<file path="config.mk">
export PLATFORM = sky130hd
export DESIGN_NAME = retransmit_buffer
export DESIGN_NICKNAME = d
export VERILOG_FILES = /design/src/rtl/core/rtb_pkg.sv /design/src/rtl/core/rtb_ctrl.sv /design/src/rtl/core/rtb_dp.sv /design/src/rtl/core/retransmit_buffer.sv
export SDC_FILE = /design/constraint.sdc
export NUM_CORES = 2
export LEC_CHECK = 0
export BUFFER_PORTS_ARGS = -buffer_cell sky130_fd_sc_hd__buf_2
export CAP_MARGIN = 20
export CORE_MARGIN = 2
export CORE_UTILIZATION = 34
export DETAILED_ROUTE_END_ITERATION = 8
export SKIP_CTS_REPAIR_TIMING = 1
export SYNTH_ARGS = -nofsm -noshare
export SYNTH_HDL_FRONTEND = slang
export SYNTH_HIERARCHICAL = 1
export SYNTH_SLANG_ARGS = --single-unit
</file>
<file path="constraint.sdc">
create_clock -name clk -period 14.7 [get_ports clk]
set_input_delay 3.675 -clock clk [delete_from_list [all_inputs] [get_ports clk]]
set_output_delay 3.675 -clock clk [all_outputs]
set_load 0.005 [all_outputs]
</file>
<file path="src/rtl/core/rtb_pkg.sv">
// Package: types, constants and opcodes for the retransmit buffer.
`timescale 1ns / 1ps
package rtb_pkg;
  localparam int DepthDefault = 32;
  localparam logic [15:0] TimeoutReset = 16'd200;
  localparam logic [5:0] CapReset = 6'd32;

  localparam logic [1:0] OP_PUSH = 2'd0;
  localparam logic [1:0] OP_ACK  = 2'd1;
  localparam logic [1:0] OP_TICK = 2'd2;

  localparam logic [1:0] KIND_PUSH    = 2'd0;
  localparam logic [1:0] KIND_RELEASE = 2'd1;
  localparam logic [1:0] KIND_RESEND  = 2'd2;
  localparam logic [1:0] KIND_SUMMARY = 2'd3;

  localparam logic [1:0] ST_OK  = 2'd0;
  localparam logic [1:0] ST_OVF = 2'd1;
  localparam logic [1:0] ST_DUP = 2'd2;

  localparam logic [1:0] REG_TIMEOUT = 2'd0;
  localparam logic [1:0] REG_ENABLE  = 2'd1;
  localparam logic [1:0] REG_CAP     = 2'd2;

  typedef enum logic [2:0] {
    S_IDLE, S_READ, S_EVAL, S_EMIT, S_SUM
  } state_t;

  typedef struct packed {
    logic load;      // capture input beat, clear scan
    logic rd;        // issue read at scan index
    logic eval;      // evaluate read entry, update table
    logic adv;       // advance scan index
    logic emit_sum;  // load summary / push status into output
    logic finish;    // commit ack compaction count, or store pushed entry
  } cmd_t;

  typedef struct packed {
    logic [1:0] op;
    logic       scan_done;
    logic       hit;       // entry produces a result beat
    logic       out_busy;
  } sts_t;
endpackage

</file>
<file path="src/rtl/core/rtb_ctrl.sv">
// Controller state machine of the retransmit buffer.
`timescale 1ns / 1ps
module rtb_ctrl (
  input  logic          clk,
  input  logic          rst_n,
  input  logic          in_tvalid,
  output logic          in_tready,
  input  rtb_pkg::sts_t sts,
  output rtb_pkg::cmd_t cmd
);
  import rtb_pkg::*;
  state_t state_r, state_nxt;

  always_ff @(posedge clk) begin
    if (!rst_n) state_r <= S_IDLE;
    else state_r <= state_nxt;
  end

  always_comb begin
    state_nxt = state_r;
    unique case (state_r)
      S_IDLE: if (in_tvalid && !sts.out_busy) state_nxt = S_READ;
      S_READ: begin
        if (sts.op == OP_PUSH && sts.scan_done) state_nxt = S_SUM;
        else if (sts.op != OP_PUSH && sts.op != OP_ACK && sts.op != OP_TICK)
          state_nxt = S_IDLE;
        else if (sts.scan_done) state_nxt = S_SUM;
        else state_nxt = S_EVAL;
      end
      S_EVAL: state_nxt = sts.hit ? S_EMIT : S_READ;
      S_EMIT: if (!sts.out_busy) state_nxt = S_READ;
      S_SUM:  if (!sts.out_busy) state_nxt = S_IDLE;
      default: state_nxt = S_IDLE;
    endcase
  end

  always_comb begin
    cmd = '0;
    in_tready = 1'b0;
    unique case (state_r)
      S_IDLE: begin
        in_tready = !sts.out_busy;
        cmd.load = in_tvalid && !sts.out_busy;
      end
      S_READ: cmd.rd = !sts.scan_done;
      S_EVAL: begin
        cmd.eval = 1'b1;
        cmd.adv = !sts.hit;
      end
      S_EMIT: cmd.adv = !sts.out_busy;
      S_SUM: begin
        cmd.emit_sum = !sts.out_busy;
        cmd.finish = !sts.out_busy;
      end
      default: ;
    endcase
  end
endmodule

</file>
<file path="src/rtl/core/rtb_dp.sv">
// Datapath of the retransmit buffer: entry table, scan, output register.
`timescale 1ns / 1ps
module rtb_dp #(
  parameter int DEPTH = rtb_pkg::DepthDefault
) (
  input  logic          clk,
  input  logic          rst_n,
  input  rtb_pkg::cmd_t cmd,
  output rtb_pkg::sts_t sts,
  input  logic [97:0]   in_data,
  input  logic          cfg_wr_en,
  input  logic [1:0]    cfg_index,
  input  logic [15:0]   cfg_data,
  output logic          out_tvalid,
  input  logic          out_tready,
  output logic [87:0]   out_data,
  output logic [1:0]    out_kind,
  output logic          out_last
);
  import rtb_pkg::*;
  localparam int AW = $clog2(DEPTH);
  localparam int CW = $clog2(DEPTH + 1);
  localparam int EW = 104;  // seq, handle, length, time, tries

  logic [EW-1:0] mem [DEPTH];
  logic [EW-1:0] rd_r;

  logic [15:0] tmo_r;
  logic        en_r;
  logic [5:0]  cap_r;
  logic [CW-1:0] cnt_r, idx_r, kept_r, n_r;
  logic [1:0]  op_r;
  logic [31:0] seq_r, now_r;
  logic [15:0] hdl_r, len_r;
  logic        dup_r;
  logic        ov_r;
  logic [111:0] od_r;
  logic [1:0]  ok_r;
  logic        ol_r;

  logic [31:0] e_seq, e_time;
  logic [15:0] e_hdl, e_len;
  logic [7:0]  e_tries;
  logic        hit;
  logic [CW-1:0] cap_eff;
  logic        full;

  assign {e_tries, e_time, e_len, e_hdl, e_seq} = rd_r;
  assign cap_eff = ({1'b0, cap_r} < 7'(DEPTH)) ? CW'(cap_r) : CW'(DEPTH);
  assign full = cnt_r >= cap_eff;

  always_comb begin
    logic [31:0] d;
    hit = 1'b0;
    d = seq_r - e_seq;
    if (op_r == OP_ACK) hit = !d[31];
    else if (op_r == OP_TICK) hit = en_r && ((now_r - e_time) > {16'd0, tmo_r});
  end

  assign sts.op = op_r;
  assign sts.scan_done = (op_r == OP_PUSH) ? (full || idx_r >= cnt_r) : (idx_r >= cnt_r);
  assign sts.hit = hit;
  assign sts.out_busy = ov_r && !out_tready;

  always_ff @(posedge clk) begin
    if (!rst_n) begin
      tmo_r <= TimeoutReset; en_r <= 1'b1; cap_r <= CapReset;
    end else if (cfg_wr_en) begin
      if (cfg_index == REG_TIMEOUT) tmo_r <= cfg_data;
      else if (cfg_index == REG_ENABLE) en_r <= cfg_data[0];
      else if (cfg_index == REG_CAP) cap_r <= cfg_data[5:0];
    end
  end

  // table and scan
  always_ff @(posedge clk) begin
    if (cmd.rd) rd_r <= mem[idx_r[AW-1:0]];
    if (cmd.eval) begin
      if (op_r == OP_ACK && !hit) mem[kept_r[AW-1:0]] <= rd_r;
      if (op_r == OP_TICK && hit)
        mem[idx_r[AW-1:0]] <= {(e_tries == 8'hFF) ? e_tries : e_tries + 8'd1,
                               now_r, e_len, e_hdl, e_seq};
    end
    if (cmd.finish && op_r == OP_PUSH && !full && !dup_r)
      mem[cnt_r[AW-1:0]] <= {8'd0, now_r, len_r, hdl_r, seq_r};
  end

  always_ff @(posedge clk) begin
    if (!rst_n) begin
      cnt_r <= '0; idx_r <= '0; kept_r <= '0; n_r <= '0; op_r <= OP_PUSH; dup_r <= 1'b0;
    end else begin
      if (cmd.load) begin
        {now_r, len_r, hdl_r, seq_r, op_r} <= in_data;
        idx_r <= '0; kept_r <= '0; n_r <= '0; dup_r <= 1'b0;
      end
      if (cmd.eval) begin
        if (op_r == OP_PUSH && e_seq == seq_r) dup_r <= 1'b1;
        if (op_r == OP_ACK && !hit) kept_r <= kept_r + 1'b1;
        if (hit) n_r <= n_r + 1'b1;
      end
      if (cmd.adv) idx_r <= idx_r + 1'b1;
      if (cmd.finish) begin
        if (op_r == OP_ACK) cnt_r <= kept_r;
        else if (op_r == OP_PUSH && !full && !dup_r) cnt_r <= cnt_r + 1'b1;
      end
    end
  end

  // output register: seq, handle, length, tries, status, count
  always_ff @(posedge clk) begin
    if (!rst_n) ov_r <= 1'b0;
    else if (cmd.eval && hit) ov_r <= 1'b1;
    else if (cmd.emit_sum) ov_r <= 1'b1;
    else if (out_tready) ov_r <= 1'b0;
    if (cmd.eval && hit) begin
      ol_r <= 1'b0;
      if (op_r == OP_ACK) begin
        ok_r <= KIND_RELEASE; od_r <= {6'd0, 2'd0, 8'd0, 16'd0, e_hdl, e_seq, 32'd0};
      end else begin
        ok_r <= KIND_RESEND; od_r <= {6'd0, 2'd0, e_tries, e_len, e_hdl, e_seq, 32'd0};
      end
    end else if (cmd.emit_sum) begin
      ol_r <= 1'b1;
      if (op_r == OP_PUSH) begin
        ok_r <= KIND_PUSH;
        od_r <= {6'd0, full ? ST_OVF : (dup_r ? ST_DUP : ST_OK), 8'd0, len_r, hdl_r,
                 seq_r, 32'd0};
      end else begin
        ok_r <= KIND_SUMMARY; od_r <= {6'(n_r), 2'd0, 8'd0, 16'd0, 16'd0, 32'd0, 32'd0};
      end
    end
  end

  assign out_tvalid = ov_r;
  // reorder to tdata: status, seq, handle, length, tries, count
  assign out_data = {8'd0, od_r[111:106], od_r[103:96], od_r[95:80], od_r[79:64],
                     od_r[63:32], od_r[105:104]};
  assign out_kind = ok_r;
  assign out_last = ol_r;
endmodule

</file>
<file path="src/rtl/core/retransmit_buffer.sv">
// Top level of the retransmit buffer.
// Push: duplicate scan over stored entries, each read then compared; no scan when full.
// Ack and tick: each stored entry is read then evaluated; a hit emits a result beat, and output stalls hold the scan.
// Up to DEPTH + 1 (33) result beats per item; one item in flight at a time.
// Output register decouples result stalls; rst_n clears count and restores config defaults.
// Table contents are undefined after reset; only entries below count are read.
`timescale 1ns / 1ps
module retransmit_buffer #(
  parameter int DEPTH = rtb_pkg::DepthDefault
) (
  input  logic         clk,
  input  logic         rst_n,
  input  logic         in_tvalid,
  output logic         in_tready,
  // opcode, seq_num, buffer_handle, buffer_length, now_ms, pad
  input  logic [103:0] in_tdata,
  output logic         out_tvalid,
  input  logic         out_tready,
  // status, out_seq_num, out_handle, out_length, tries, affected_count, pad
  output logic [87:0]  out_tdata,
  output logic [1:0]   out_tuser,  // result_kind
  output logic         out_tlast,
  input  logic         cfg_wr_en,
  input  logic [1:0]   cfg_index,
  input  logic [15:0]  cfg_data
);
  import rtb_pkg::*;
  cmd_t cmd;
  sts_t sts;

  rtb_ctrl u_ctrl (.clk, .rst_n, .in_tvalid, .in_tready, .sts, .cmd);

  rtb_dp #(.DEPTH(DEPTH)) u_dp (
    .clk, .rst_n, .cmd, .sts,
    .in_data({in_tdata[97:66], in_tdata[65:50], in_tdata[49:34], in_tdata[33:2],
              in_tdata[1:0]}),
    .cfg_wr_en, .cfg_index, .cfg_data,
    .out_tvalid, .out_tready, .out_data(out_tdata), .out_kind(out_tuser),
    .out_last(out_tlast)
  );

  a_sum_last: assert property (@(posedge clk) disable iff (!rst_n)
    out_tvalid && out_tlast && out_tuser != KIND_PUSH |-> out_tuser == KIND_SUMMARY)
    else $error("final beat of ack/tick is not a summary");
  a_ready_idle: assert property (@(posedge clk) disable iff (!rst_n)
    in_tready |-> !(out_tvalid && !out_tready))
    else $error("input taken while output stalled");
endmodule

</file>
======== Word-level counts from Yosys, hierarchy flattened ========
Memories as Yosys holds them, arrays and structs flattened. A register that Yosys moved wholly into a read port is not among the register bits.
Index checks and enable logic that the tools add are counted.
word-level totals
  register bits ........................... 265
  latch bits .............................. 0
  RAM bits ................................ 3328
  ROM bits ................................ 0
  input bits .............................. 127
  output and inout bits ................... 93
  word-level logic and storage cells ...... 145
  memories kept ........................... 1
operators by class
  add/sub/neg operators ................... 7
  multiply operators ...................... 0
  divide/modulo/power cells ............... 0
  magnitude comparators ................... 4
  eq/ne operators ......................... 15
  shift-type cells ........................ 0
  muxes and demuxes ....................... 59
  bitwise logic cells ..................... 2
  reduce and logical (&&, ||, !) cells .... 39
memory list
  memory    words  width  rd ports  clocked after memory_dff  write ports  RTL line      RTL
  u_dp.mem  32     104    1         1                         1            rtb_dp.sv:25  logic [EW-1:0] mem [DEPTH];
operators by type and width
  cell                                                count
  2-to-1 mux 112 bit                                  3
  2-to-1 mux 104 bit                                  3
  OR reduction 104 bit                                2
  2-to-1 mux 6 bit                                    11
  subtractor 32 bit                                   2
  == test 32 bit                                      1
  greater-than comparator 32 x 16 -> 1 bit            1
  adder 6 x 1 -> 6 bit (second input constant)        4
  2-to-1 mux 1 bit                                    23
  2-to-1 mux 3 bit                                    6
  2-to-1 mux 2 bit                                    8
  logical AND 1 bit                                   15
  case mux 3 bit (5 select lines)                     1
  >= comparator 6 bit                                 2
  2-to-1 mux 5 bit                                    2
  adder 8 x 1 -> 8 bit (second input constant)        1
  == test 8 bit (second input constant)               1
  2-to-1 mux 8 bit                                    1
  nonzero test 2 bit                                  4
  zero test 1 bit                                     7
  == test 3 x 2 -> 1 bit (second input constant)      2
  less-than comparator 6 bit (second input constant)  1
  inequality test 2 bit (second input constant)       3
  AND reduction 2 bit                                 3
  other kinds (13)                                    19

======== Longest topological paths before layout ========
  depth after elaboration ................. 12
  gate-level depth with buffers ........... 29
  gate-level depth less buffers ........... 25

======== Hierarchy ========
Netlist, hierarchy kept.
by module, submodules not included
  module    times used  cells each  area an instance (sq um)  seq. area each (sq um)
  rtb_dp    1           6281        142294.0                  109445.0
  rtb_ctrl  1           23          230.2                     60.1

======== Worst setup path before layout ========
OpenSTA, ideal clock, no wires.
  kind .................................... input-to-reg
  start ................................... in out_tready
  end ..................................... mem u_dp.mem[11][0] (enable)
  library setup time ...................... 716 ps
  data arrival time ....................... 12957 ps
  required time ........................... 13984 ps
  slack ................................... 1027 ps
  stages .................................. 7
  buffers on the path ..................... 0
  cell sequence ........................... nor2b_1 -> nor4b_1 -> nor3b_1 -> nand2_1 -> o211ai_2 -> nand2_1 -> nor3b_1
RTL lines
  what                RTL line                 RTL
  start: declaration  retransmit_buffer.sv:18  input logic out_tready,
  end: declaration    rtb_dp.sv:25

======== Worst setup path in the final report ========
  start ................................... reg u_dp.rd_r[64], read port of u_dp.mem
  end ..................................... mem u_dp.mem[30][23] (enable)
between the ends
  word-level cells in the longest chain between the ends .. 12
ends and longest elaborated chain
  what                                                                                 RTL line                    RTL
  start: declaration                                                                   rtb_dp.sv:26                logic [EW-1:0] rd_r;
  subtractor 32 bit (*)                                                                rtb_dp.sv:57                else if (op_r == OP_TICK) hit = en_r && ((now_r - e_time) > {16'd0, tmo_r});
  greater-than comparator 32 x 16 -> 1 bit (*)                                         rtb_dp.sv:57
  logical AND 1 bit (*)                                                                rtb_dp.sv:57
  2-to-1 mux 1 bit (*)                                                                 rtb_dp.sv:57
  2-to-1 mux 1 bit (*)                                                                 rtb_dp.sv:56                if (op_r == OP_ACK) hit = !d[31];
  logical AND 1 bit / zero test 1 bit (equally long branches)                          rtb_dp.sv:80, rtb_dp.sv:79
  2-to-1 mux 1 bit / logical AND 1 bit (equally long branches)                         rtb_dp.sv:80, rtb_dp.sv:79
  2-to-1 mux 1 bit (on tied branches)                                                  rtb_dp.sv:78, rtb_dp.sv:79
  2-to-1 mux 1 bit (on tied branches)                                                  rtb_dp.sv:81, rtb_dp.sv:78
  OR reduction 104 bit (no line) / 2-to-1 mux 1 bit (equally long branches)            n/a
  2-to-1 mux 5 bit (no line) / 2-to-1 mux 1 bit (equally long branches) (2 in series)  n/a
Every way passes the cells marked *; elsewhere a longest branch is shown, timed or not.

==> impl_metrics.yaml <==
worst_hold_path:
  hold_class: "flop to flop"
  hold_depth: 2
  holdPathEnd: "u_dp/tmo_r[1]"
  hp-start: "u_dp/tmo_r[1]"
route:
  via_count: 67800
  drc: 0
  vias_per_cell: 5.41
  routedWlPerCell_um: 29.7
  drt_iter0_markers: 7622
  first_pass_iters: 5
  drt_wl_total_um: 372000
  detail-route-antenna-nets: 0
floorplan:
  die_area_um2: 424000
  initial_core_util_pct: 34.2
  coreArea_um2: 417000
  pin_count: 220
  rows: 237
  die_w_um: 651
  die_h_um: 651
logic_synthesis:
  ys_ff_latch: 3665
  avgSynthCellArea_um2: 22.6
  yosys.area.top_type: "edfxtp_1"
  ys_types: 83
  ys_warn_count: 6
  synth.top_cell.area_share_pct: 76.1
  synth_flop_cell: "edfxtp_1"
  synth_enable_flop_cells: 3610
  async_reset_ff_share_pct: 0
  seq_area_frac_synth_pct: 76.8
  ys_top_cells_by_area: "edfxtp_1, mux4_2, mux2_2"
  netlist_instances: 6304
  syn_area_um2: 143000
sta:
  setup-violations-final: 0
  slew_headroom_pct: 20.0
  holdWs_ns: 0.468
  finalSetupTns_ns: 0
  final.period_utilization_pct: 64.8
  fin_crit_ns: 9.52
  rsz0062_at_grt: "false"
  slew_violations: 0
  hold_viol_final: 0
  clock.fmax_mhz: 105
  finClkSkew_ns: 0.0835
  tightest_slew_ns: 1.20
worst_setup_path:
  cp-end-kind: "flop"
  required_ns: 15.20
  critPathBufInv: 3
  reg2reg_depth: 24
  path_delay_family: "simple AND/OR/NAND/NOR gates"
  critPathArrivalTime_ns: 10.02
  cp_max_fo: 35
  critPathSlowestCell: "or4_1"
  setup.worst_path.class: "flop to flop"
  r2r_slack_ns: 5.18
  rr_startpoint: "u_dp/rd_r[64]"
  slowest_delay_ns: 1.03
  setup.worst_path.start_class: "flop"
  reg2reg_to: "u_dp/mem[30][23]"
  path_cells: "ha_1 > fa_1 > nand2b_1 > a21oi_1 > o21ai_0 > a21oi_1 > nor2b_1 > xnor2_1 > ha_1 > and4_1 > and3_1 > nor2b_1 > a211oi_1 > a21oi_1 > a2111oi_0 > nand4_1 > or4_1 > and2_2 > buf_4 > o211ai_2 > nand3b_1 > nor2_4 > buf_4 > buf_4"
power:
  leakage_nw: 49.5
  ir_worst_vdd_mv: 0.105
  power_density_nw_per_um2: 129
  power.switching_w: 0.00417
  p_clk_share_pct: 43.7
  power_frac_comb_pct: 1.9
  p_int_w: 0.0170
  swShare_pct: 19.7
  p_seq_share_pct: 54.4
cells_and_area:
  fillers: 36700
  regArea_um2: 110000
  multi_input_area_um2: 31700
  fin_nets: 6975
  areaGrowthSynthToFinish_pct: 14.6
  drive_gt1_share_pct: 30.9
grt:
  grt_pass1_wl_um: 523000
  antenna_found_initial: 22
  grt_max_degree: 113
  track_usage_pct: 17.2
  grt-ovfl-total: 0
  grt_pass1_vias: 69000
clock_network:
  clockRootBuffer: "clkbuf_16"
  clockBufferDepth: 4
  numCtsBuffers: 354
  cts_tree: "done"
  htreeDepth: 5
  clkLatencyLatePin_ns: 0.93
  cts_sinks: 3665
  clk_pin_slew_ns: 0.06
placement:
  gp_congestion: 0.804
  numPortBuffers: 205
  hpwl_um: 189000
job:
  drv_cap: 0
status:
  status: "finished, final reports clean"
area by class of cell:
cell class	count	area share, %
well taps	5497	4.21
clock inverters	197	1.38
diodes	14	0.0215
repair buffers	412	1.89
clock buffers	435	5.75
flip-flops and latches	3665	67.1
inverters	109	0.251
multi-input cells	2210	19.4
worst min-delay path, delay by kind of cell (launching register included):
family             cells  cell delay (ns)
AOI/OAI and AO/OA      1             0.06
and+or+nand+nor        1             0.05
DFF                    1             0.31
kinds of logic after synthesis:
family	share of synthesized area [%]
muxes	17.4
xor gates and xnor gates	0.135
DFF	76.8
buffers and inverters	1.19
and+or+nand+nor	1.75
adders and majority gates	0.848
other	0.00263
AOI/OAI and AO/OA	1.87
Yosys cell counts, types with 13 or more instances:
master    number
a211oi_1      19
a21o_1        26
a21oi_1       95
a22o_1        65
and3_1        17
buf_1         88
clkbuf_1     222
dfxtp_1       55
edfxtp_1    3610
ha_1          95
inv_1        108
mux2_2       106
mux4_2      1040
nand2_1      254
nand3_1       26
nand4_1       19
nor2_1        90
nor2b_1       13
nor3_1        30
o21ai_0      109
per-layer routing:
layer	share of wire, %	wire, um	track usage, %	up-vias
li1	-	-	-	27600
met1	41	153000	23.4	37200
met2	50	186000	29.0	2567
met3	6.1	22800	2.11	472
met4	2.7	10000	4.84	2
met5	0.0024	9	0	-
placed cells by master, fill, tap and decap left out, types with 23 or more instances in the layout:
cell type | netlist | layout
edfxtp_1 | 3610 | 3610
inv_1 | 108 | 108
dfxtp_1 | 55 | 50
mux4_2 | 1040 | 1040
nor2_1 | 90 | 66
buf_2 | 4 | 205
nand2_1 | 254 | 254
a21o_1 | 26 | 26
clkinv_1 | 1 | 55
bufinv_16 | 0 | 47
clkinvlp_4 | 0 | 25
nand3_1 | 26 | 26
a22o_1 | 65 | 65
clkbuf_16 | 0 | 363
o21ai_0 | 109 | 48
o21ai_1 | 0 | 39
a21oi_1 | 95 | 94
o21ai_2 | 1 | 23
mux2_2 | 106 | 106
nor3_1 | 30 | 23
clkbuf_1 | 222 | 69
nor2_4 | 0 | 24
ha_1 | 95 | 95
buf_4 | 10 | 162
clkinv_2 | 0 | 53
power groups by stage:
stage	Clock [W]	Sequential (W)	Combinational, W
after CTS	0.00941	0.0115	0.000396
after floorplan	0	0.0117	0.000220
after global placement	0	0.0117	0.000382
final	0.00924	0.0115	0.000400
after detailed placement	0	0.0117	0.000395
after global routing	0.00978	0.0115	0.000435
through the flow:
stage | setup slack (ns) | area [um^2] | util [%] | instances | total power [W]
after floorplan | 1.03 | 143000 | - | 6311 | 0.0119
after global placement | 5.03 | 151000 | 36.3 | 11900 | 0.0121
after detailed placement | 5.13 | 151000 | 36.3 | 11900 | 0.0121
after CTS | 5.15 | 163000 | 39.1 | 12500 | 0.0213
after global routing | 4.68 | 163000 | 39.2 | 12500 | 0.0217
final | 5.18 | 163000 | 39.2 | 12500 | 0.0211
state kept, by name, indices dropped and copies added (netlist names), 6 cells and up:
signal       cells
u_dp/seq_r      32
u_dp/idx_r       6
u_dp/rd_r      104
u_dp/kept_r      6
u_dp/now_r      32
u_dp/n_r         6
u_dp/hdl_r      16
u_dp/mem      3328
u_dp/len_r      16
u_dp/tmo_r      16
u_dp/od_r       80
u_dp/cap_r       6
u_dp/cnt_r       6
worst max path at each step:
stage,start,to,cells after the start
6_report,u_dp/rd_r[64],u_dp/mem[30][23],24
5_1_grt,u_dp/rd_r[64],u_dp/mem[30][23],24
3_3_place_gp,out_tready,u_dp/mem[30][28],10
3_5_place_dp,out_tready,u_dp/mem[30][28],10
2_1_floorplan,out_tready,u_dp/mem[11][0],7
4_1_cts,u_dp/rd_r[64],u_dp/mem[30][23],24
Note: power is estimated with default switching activity, not from simulation.
